--- config.mk ---
export PLATFORM = sky130hd
export DESIGN_NAME = pet_out_reg
export DESIGN_NICKNAME = d
export VERILOG_FILES = /design/src/hw/rtl/pet_pkg.sv /design/src/hw/rtl/pet_out_reg.sv
export SDC_FILE = /design/constraint.sdc
export NUM_CORES = 1
export LEC_CHECK = 0
export BUFFER_PORTS_ARGS = -buffer_cell sky130_fd_sc_hd__clkbuf_2
export CAP_MARGIN = 20
export CORE_AREA = 4 4 80 112
export DETAILED_ROUTE_END_ITERATION = 8
export DIE_AREA = 0 0 84 116
export HOLD_SLACK_MARGIN = 0.12
export PLACE_DENSITY = 0.78
export SYNTH_ARGS = -nofsm -noshare
export SYNTH_HDL_FRONTEND = slang
export SYNTH_SLANG_ARGS = --single-unit
--- constraint.sdc ---
create_clock -name clk -period 3.8 [get_ports clk]
set_input_delay 0.38 -clock clk [delete_from_list [all_inputs] [get_ports clk]]
set_output_delay 0.38 -clock clk [all_outputs]
set_load 0.01 [all_outputs]
--- src/hw/rtl/pet_pkg.sv ---
// Package for the procedure extent table: request and status codes and
// the result word shared by the core and its output register.
// No dependencies.
package pet_pkg;

  localparam logic REQ_ADD  = 1'b0;
  localparam logic REQ_READ = 1'b1;

  localparam logic [1:0] ST_OK        = 2'd0;
  localparam logic [1:0] ST_BEYOND    = 2'd1;
  localparam logic [1:0] ST_FULL      = 2'd2;
  localparam logic [1:0] ST_BAD_INDEX = 2'd3;

  typedef struct packed {
    logic [1:0]  status;
    logic [7:0]  slot;
    logic [31:0] locals;
    logic [31:0] entry;
    logic [31:0] limit;
  } result_t;

endpackage

--- src/hw/rtl/pet_out_reg.sv ---
// Output register of the procedure extent table: holds one result word
// until the receiver takes it. Depends on pet_pkg.
module pet_out_reg (
  input  logic            clk,
  input  logic            rst,
  input  logic            push_valid,
  input  pet_pkg::result_t push_data,
  output logic            push_ready,
  output logic            out_valid,
  input  logic            out_stall,
  output pet_pkg::result_t out_data
);

  logic full;

  // a held word may be replaced in the same cycle it is taken
  assign push_ready = !full || !out_stall;
  assign out_valid  = full;

  always_ff @(posedge clk) begin
    if (rst) begin
      full <= 1'b0;
    end else if (push_ready) begin
      full <= push_valid;
    end
  end

  always_ff @(posedge clk) begin
    if (push_valid && push_ready) begin
      out_data <= push_data;
    end
  end

endmodule

* Word level (Yosys, flattened, before mapping)
Cells that the tools add are included.
** Operators by class
- Reduce and logical (&&, ||, !) cells :: 4
** Operators by type and width (number)
- 1-bit zero test :: 2
- 1-bit logical AND :: 1
- 1-bit logical OR :: 1
** Word-level totals
- Register bits after elaboration :: 107
- Input port bits :: 110
- Output and inout bits :: 108
- Logic and storage cells :: 10

* Depth between registers and ports, before layout
Gate-level depths: netlist (run 1).
- Depth after elaboration :: 3
- Mapped depth :: 2
- Mapped depth without buffers :: 2

* Worst setup path before layout (run 1)
Ideal clock, no wire load.
- Kind :: input to register
- From :: in out_stall
- To :: reg out_data[0] (netlist bit) (enable)
- Setup time :: 0.478 ns
- Arrival time :: 2.981 ns
- Required time :: 3.322 ns
- Setup slack :: 0.342 ns
- Stages :: 2
- Buffers on the path :: 0
- Cell sequence :: nand2_1 > and2_1
** On the way
- Longest elaborated chain between the ends :: 3
** RTL lines
- start, declared :: RTL line pet_out_reg.sv:10 : input logic out_stall,
- 1-bit zero test :: RTL line pet_out_reg.sv:17 : assign push_ready = !full || !out_stall;
- 1-bit logical OR :: RTL line pet_out_reg.sv:17
- 1-bit logical AND :: RTL line pet_out_reg.sv:29 : if (push_valid && push_ready) begin
- end signal, assigned :: RTL line pet_out_reg.sv:30 : out_data <= push_data;
- end, declared :: RTL line pet_out_reg.sv:11 : output pet_pkg::result_t out_data
No other way between the ends.
A chain may end at the register's enable or synchronous reset.

* Worst setup path after layout (run 1)
- From :: reg full (netlist: out_valid)
- To :: reg out_data[82] (netlist bit) (enable)
** On the way
- Longest elaborated chain between the ends :: 3
** RTL lines
- start, declared :: RTL line pet_out_reg.sv:14 : logic full;
- start signal, assigned :: RTL line pet_out_reg.sv:24 : full <= push_valid;
- 1-bit zero test :: RTL line pet_out_reg.sv:17
- 1-bit logical OR :: RTL line pet_out_reg.sv:17
- 1-bit logical AND :: RTL line pet_out_reg.sv:29
No other way between the ends.

==> results of run 1 <==
synth_stat cells:
library cell	number	share of area (%)
and2_1	1	0.19
dfxtp_1	1	0.62
a21oi_1	1	0.16
nor2_1	1	0.12
edfxtp_1	106	99
nand2_1	1	0.12
metal layers:
metal,routed length (µm),GRT usage (%),share of wire [%]
met5,0,0,0
met4,211,7.725,2.9
met3,595,5.334,8.1
met2,4046,24.69,55
met1,2476,16.26,34
power by group through the flow:
stage / registers [mW] / logic [mW] / clock network [mW]
final: 1.40 / 0.188 / 0.838
after global routing: 1.40 / 0.205 / 0.925
after CTS: 1.40 / 0.194 / 0.866
after detailed placement: 1.43 / 0.193 / 0
after global placement: 1.42 / 0.188 / 0
after floorplan: 1.47 / 0.0214 / 0
placed cells by master (no fill, tap or decap), types with 2 or more instances in the layout:
cell type / netlist / final
clkbuf_2: 0 / 217
clkbuf_16: 0 / 9
edfxtp_1: 106 / 106
clkinvlp_4: 0 / 3
clkinv_4: 0 / 2
state kept, by name, indices dropped and copies added, names as in the netlist:
register / cells
out_data: 106
out_valid: 1
final cells by class:
cell class	count	area (µm²)
fillers	629	3267
repair buffers	218	1106
flip-flops and latches	107	3203
multi-input cells	4	21.27
clock buffers	9	225.2
clock inverters	7	52.55
well taps	102	127.6
logic make-up after synthesis:
family | after synthesis | synth area share, %
DFF | 107 | 99.42
and+or+nand+nor | 3 | 0.4271
AOI/OAI and AO/OA | 1 | 0.1552
per-stage QoR:
| step | util (%) | setup WS, ns | instance area (µm²) | total power, mW |
|---|---|---|---|---|
| detailed placement | 55.71 | 1.943 | 4458 | 1.619 |
| global placement | 55.71 | 2.005 | 4458 | 1.609 |
| CTS | 59.18 | 2.096 | 4736 | 2.459 |
| global route | 59.18 | 1.983 | 4736 | 2.534 |
| floorplan | - | 0.3415 | 3222 | 1.488 |
| finish | 59.18 | 2.111 | 4736 | 2.425 |
worst min-delay path by stage:
| stage | depth (start not counted) | to |
|---|---|---|
| floorplan | 1 | out_valid |
| global placement | 2 | out_valid |
| detailed placement | 2 | out_valid |
| CTS | 2 | out_valid |
| global route | 2 | out_valid |
| finish | 2 | out_valid |
==> out/qor.csv, run 1 <==
metric;value;unit
ir_drop;0.3839;mV
drive_gt1_share;67.83;%
antenna_found_initial;0;
power.density;512.0;nW/µm²
reg2reg_depth;3;
layout.nets;450;
cap_viol_max_count;0;
pwr-share-clk;34.6;%
slowest_stage;and2_4;
required;3.81;ns
start_kind;register;
worstHoldStart;rst;
drc;0;
final-hold-violation-count;0;
synth_cell_types;6;
diodes;0;
start_util;40.26;%
syn_nets;221;
syn_inst;111;
rsz0062_at_grt;no;
grt.overflow.total;0;
cts-hold-fix-buffers;0;
r2r-end;out_data[82];
seq_area_frac_synth;99.42;%
tightest_slew;0.5862;ns
clock_latency;0.33;ns
fin_crit_sh;44.45;%
place_inst;431;
clockBufferDepth;2;
tns;0;ns
drt_pre_antenna_iters;4;
fin_worst_skew;0.005909;ns
antenna_left;0;
worst_path_largest_cell_delay;0.51;ns
max_freq;592.0;MHz
drt_iter0_markers;66;
cp_max_fo;62;
core.rowCount;39;
fp.dieH;116;µm
status;finished, final reports clean;
finalNonFillerCells;447;
area_growth;46.99;%
wire_per_inst;16.40;µm
clock-sinks;107;
worst-path-stages;3;
wirelength;7330;µm
worst_path_dominant_cell_family;simple AND/OR/NAND/NOR gates;
root_buffer;clkbuf_16;
h-tree-depth;3;
cp-endpoint;out_data[82];
p_leak;2.079;nW
p_seq_share;57.7;%
crit_chain;nand2_1, and2_4, buf_12;
fin_crit;1.689;ns
cts_tree;built;
cp-end-kind;register;
p_comb_share;7.8;%
hp-class;primary input to register;
crit_type;register to register;
p_switching;0.5149;mW
dieArea;9744;µm²
synth_area_per_cell;29.03;µm²
power.internal;1.910;mW
hold_ws;0.1965;ns
first_global_vias;1977;
post-cts-setup-buffer-count;0;
synth_area;3222;µm²
grt_max_degree;63;
die_w;84;µm
setup_viol;0;
cts_made_buffers;9;
vias;1928;
timing.critical_path.buf_inv;1;
grt_first_pass_wirelength;10400;µm
io_pins;218;
startpoint;out_valid;
hpwl;5850;µm
r2r_slack;2.11;ns
io_buffers;217;
ys_ff_latch;107;
worstReg2RegStart;out_valid;
clk_pin_slew_worst_paths;0.07;ns
drv_slew;0;
slew_headroom;60.92;%
track_usage;14.62;%
core;8003;µm²
cp.arrival;1.69;ns
gp_congestion;0.7396;
vias_per_cell;4.313;
yosysWarnings;0;
cts_resized;0;
switching_share;21.23;%
(Power assumes the default switching activity.)
==> run 2, diff against run 1 <==
--- a/config.mk
+++ b/config.mk
@@ -7,11 +7,11 @@
 export LEC_CHECK = 0
 export BUFFER_PORTS_ARGS = -buffer_cell sky130_fd_sc_hd__clkbuf_2
 export CAP_MARGIN = 20
-export CORE_AREA = 4 4 80 112
+export CORE_AREA = 4 4 84 118
 export DETAILED_ROUTE_END_ITERATION = 8
-export DIE_AREA = 0 0 84 116
+export DIE_AREA = 0 0 88 122
 export HOLD_SLACK_MARGIN = 0.12
-export PLACE_DENSITY = 0.78
+export PLACE_DENSITY = 0.74
 export SYNTH_ARGS = -nofsm -noshare
 export SYNTH_HDL_FRONTEND = slang
 export SYNTH_SLANG_ARGS = --single-unit
==> constraint.sdc (replaced) <==
create_clock -name clk -period 1.45 [get_ports clk]
set_input_delay 0.145 -clock clk [delete_from_list [all_inputs] [get_ports clk]]
set_output_delay 0.145 -clock clk [all_outputs]
set_load 0.01 [all_outputs]
==> out/qor.csv, run 2 <==
metric;value;unit;change
die_w;88;µm;+4.8%
haltStage;4_1_cts;;
clock-sinks;107;;unchanged
cts_resized;0;;unchanged
ys_ff_latch;107;;unchanged
clockBufferDepth;2;;unchanged
syn_nets;221;;unchanged
hpwl;5944;µm;+1.6%
yosysWarnings;0;;unchanged
post-place-ws;0.2322;ns;-1.711 ns
synth_cell_types;6;;unchanged
place_inst;437;;+1.4%
root_buffer;clkbuf_16;;
yosys-top-cells-area;edfxtp_1 99%, dfxtp_1 0.62%, and2_1 0.19%, a21oi_1 0.16%, nand2_1 0.12%;;
core.rowCount;41;;+5.1%
synth_area_per_cell;29.03;µm²;unchanged
dpl-instance-area;4488;µm²;+0.67%
syn_inst;111;;unchanged
error;[ERROR RSZ-0060] Max buffer count reached.;;
synth-main-ff-cell;edfxtp_1;;
fp.dieH;122;µm;+5.2%
io_pins;218;;unchanged
post-cts-setup-buffer-count;0;;unchanged
h-tree-depth;3;;unchanged
seq_area_frac_synth;99.42;%;unchanged
async_flop_share;0;%;unchanged
synthMostInstantiatedCell;edfxtp_1;;
cts-hold-fix-buffers;101;;+101
io_buffers;217;;unchanged
gp_congestion;0.7727;;+4.5%
status;did not finish;;
synth_top_area_share;98.80;%;unchanged
yosysTopAreaCell;edfxtp_1;;
start_util;36.30;%;-4.0 points
synth_area;3222;µm²;unchanged
synth_edf_count;106;;unchanged
cts_made_buffers;9;;unchanged
==> run 2: cell counts after synthesis <==
Identical to the previous run, type by type.
==> run 2: cells by family after synthesis <==
| group | count (synthesis) | synth area share, % |
|---|---|---|
| simple gates | 3 | 0.4271 |
| compound gates | 1 | 0.1552 |
| flops | 107 | 99.42 |
==> run 2: through the flow <==
stage               hold WS (ns)  util [%]  TNS (ns)
global placement          0.2944     50.57         0
detailed placement        0.3141     50.57         0
floorplan                 0.2100         -    -20.27
==> run 3, diff against run 2 <==
--- a/config.mk
+++ b/config.mk
@@ -7,11 +7,10 @@
 export LEC_CHECK = 0
 export BUFFER_PORTS_ARGS = -buffer_cell sky130_fd_sc_hd__clkbuf_2
 export CAP_MARGIN = 20
-export CORE_AREA = 4 4 84 118
+export CORE_AREA = 4 4 95 97
 export DETAILED_ROUTE_END_ITERATION = 8
-export DIE_AREA = 0 0 88 122
-export HOLD_SLACK_MARGIN = 0.12
-export PLACE_DENSITY = 0.74
+export DIE_AREA = 0 0 99 101
+export PLACE_DENSITY_LB_ADDON = 0.15
 export SYNTH_ARGS = -nofsm -noshare
 export SYNTH_HDL_FRONTEND = slang
 export SYNTH_SLANG_ARGS = --single-unit
==> constraint.sdc (replaced) <==
create_clock -name clk -period 1.9 [get_ports clk]
set_input_delay 0.19 -clock clk [delete_from_list [all_inputs] [get_ports clk]]
set_output_delay 0.19 -clock clk [all_outputs]
set_load 0.01 [all_outputs]
==> out/qor.csv, run 3 (synthesis results as in run 1) <==
metric;value;unit;change
worst_path_dominant_cell_family;flip-flops;;
dieArea;9999;µm²;
io_buffers;217;;unchanged
fin_crit;1.247;ns;
power.internal;3.801;mW;
r2r_slack;0.65;ns;
p_seq_share;58.3;%;
finalNonFillerCells;550;;
final_util;69.94;%;
fin_area;5689;µm²;
timing.critical_path.buf_inv;1;;
layout_commonest_cell;clkbuf_2;;
tns;0;ns;
setup_viol;0;;
pwr-share-clk;30.2;%;
vias_per_cell;4.296;;
antenna_found_initial;0;;
fin_ws;0.6531;ns;
final_cell_mix;217 x clkbuf_2, 106 x edfxtp_1, 99 x dlygate4sd3_1;;
worstReg2RegStart;out_valid;;
cts_made_buffers;9;;unchanged
cts_resized;0;;unchanged
clockBufferDepth;2;;unchanged
cp-end-kind;register;;
wire_per_inst;16.07;µm;
post-cts-setup-buffer-count;0;;unchanged
worst_path_largest_cell_delay;0.33;ns;
rsz0062_at_grt;no;;
regArea;3203;µm²;
power;4.796;mW;
drive_gt1_share;52.58;%;
post-place-ws;0.6742;ns;+0.4420 ns
drt_pre_antenna_iters;4;;
dpl-instance-area;4482;µm²;-0.14%
root_buffer;clkbuf_8;;
cts-hold-fix-buffers;77;;-24%
antenna_left;0;;
cts_tree;built;;
final-hold-violation-count;0;;
tightest_slew;0.3301;ns;
fin_worst_skew;0.009301;ns;
grt_max_degree;65;;
regMostFlops;out_data;;
gp_congestion;0.7091;;-8.2%
first_global_vias;2462;;
layout.nets;550;;
drc;0;;
cap_viol_max_count;0;;
required;1.92;ns;
p_comb_share;11.5;%;
fp.dieH;101;µm;-17%
start_util;39.61;%;+3.3 points
diodes;0;;
cp_max_fo;64;;
startpoint;out_valid;;
track_usage;17.13;%;
crit_type;register to register;;
slowest_stage;dfxtp_1;;
hpwl;5765;µm;-3.0%
hold_ws;0.02583;ns;
fillCellCount;575;;
clock-sinks;107;;unchanged
wirelength;8837;µm;
core;8134;µm²;
p_switching;0.9951;mW;
drv_slew;0;;
p_leak;2.481;nW;
status;finished, final reports clean;;
hp-class;primary input to register;;
crit_chain;nand2_1, and2_4, buf_12;;
grt_first_pass_wirelength;12710;µm;
max_freq;802.0;MHz;
fin_crit_sh;65.63;%;
largest_reg_flops;106;;
ir_drop;0.4893;mV;
drt_iter0_markers;56;;
io_pins;218;;unchanged
grt.overflow.total;0;;
slew_headroom;77.99;%;
die_w;99;µm;+13%
start_kind;register;;
h-tree-depth;3;;unchanged
multi_input_area;21.27;µm²;
place_inst;435;;-0.46%
core.rowCount;33;;-20%
switching_share;20.75;%;
cp.arrival;1.27;ns;
clock_latency;0.35;ns;
vias;2363;;
clk_pin_slew_worst_paths;0.10;ns;
worstHoldStart;push_data[71];;
power.density;843.0;nW/µm²;
area_growth;76.58;%;
## run 3: worst reg2reg max path, cell delays in order (launching register included)
cell	delay, ns
dfxtp_1	0.33
nand2_1	0.08
and2_4	0.18
buf_12	0.30
## run 3: final timing paths
check	endpoint	cells past startpoint
min reg2reg	out_valid	2
max	out_data[87]	3
max reg2reg	out_data[87]	3
min	out_data[71]	1
## run 3: area by class of cell
type | instances | area share (%)
repair buffers | 318 | 37.21
flip-flops and latches | 107 | 56.30
well taps | 105 | 2.309
clock buffers | 9 | 2.177
clock inverters | 7 | 1.627
multi-input cells | 4 | 0.3739
## run 3: routing by layer
| layer | global-route usage (%) | vias up | share of wire (%) |
|---|---|---|---|
| met3 | 7.197 | 16 | 9.6 |
| met1 | 17.02 | 1103 | 33 |
| met4 | 7.983 | 0 | 2.3 |
| li1 | - | 1103 | - |
| met5 | 0 | - | 0 |
| met2 | 30.89 | 141 | 55 |
## run 3: power by group through the flow
stage / combinational, mW / clock, mW / sequential, mW
2_1_floorplan: 0.0444 / 0 / 2.92
3_3_place_gp: 0.387 / 0 / 2.84
3_5_place_dp: 0.391 / 0 / 2.85
4_1_cts: 0.518 / 1.50 / 2.80
5_1_grt: 0.597 / 1.60 / 2.81
6_report: 0.553 / 1.45 / 2.80
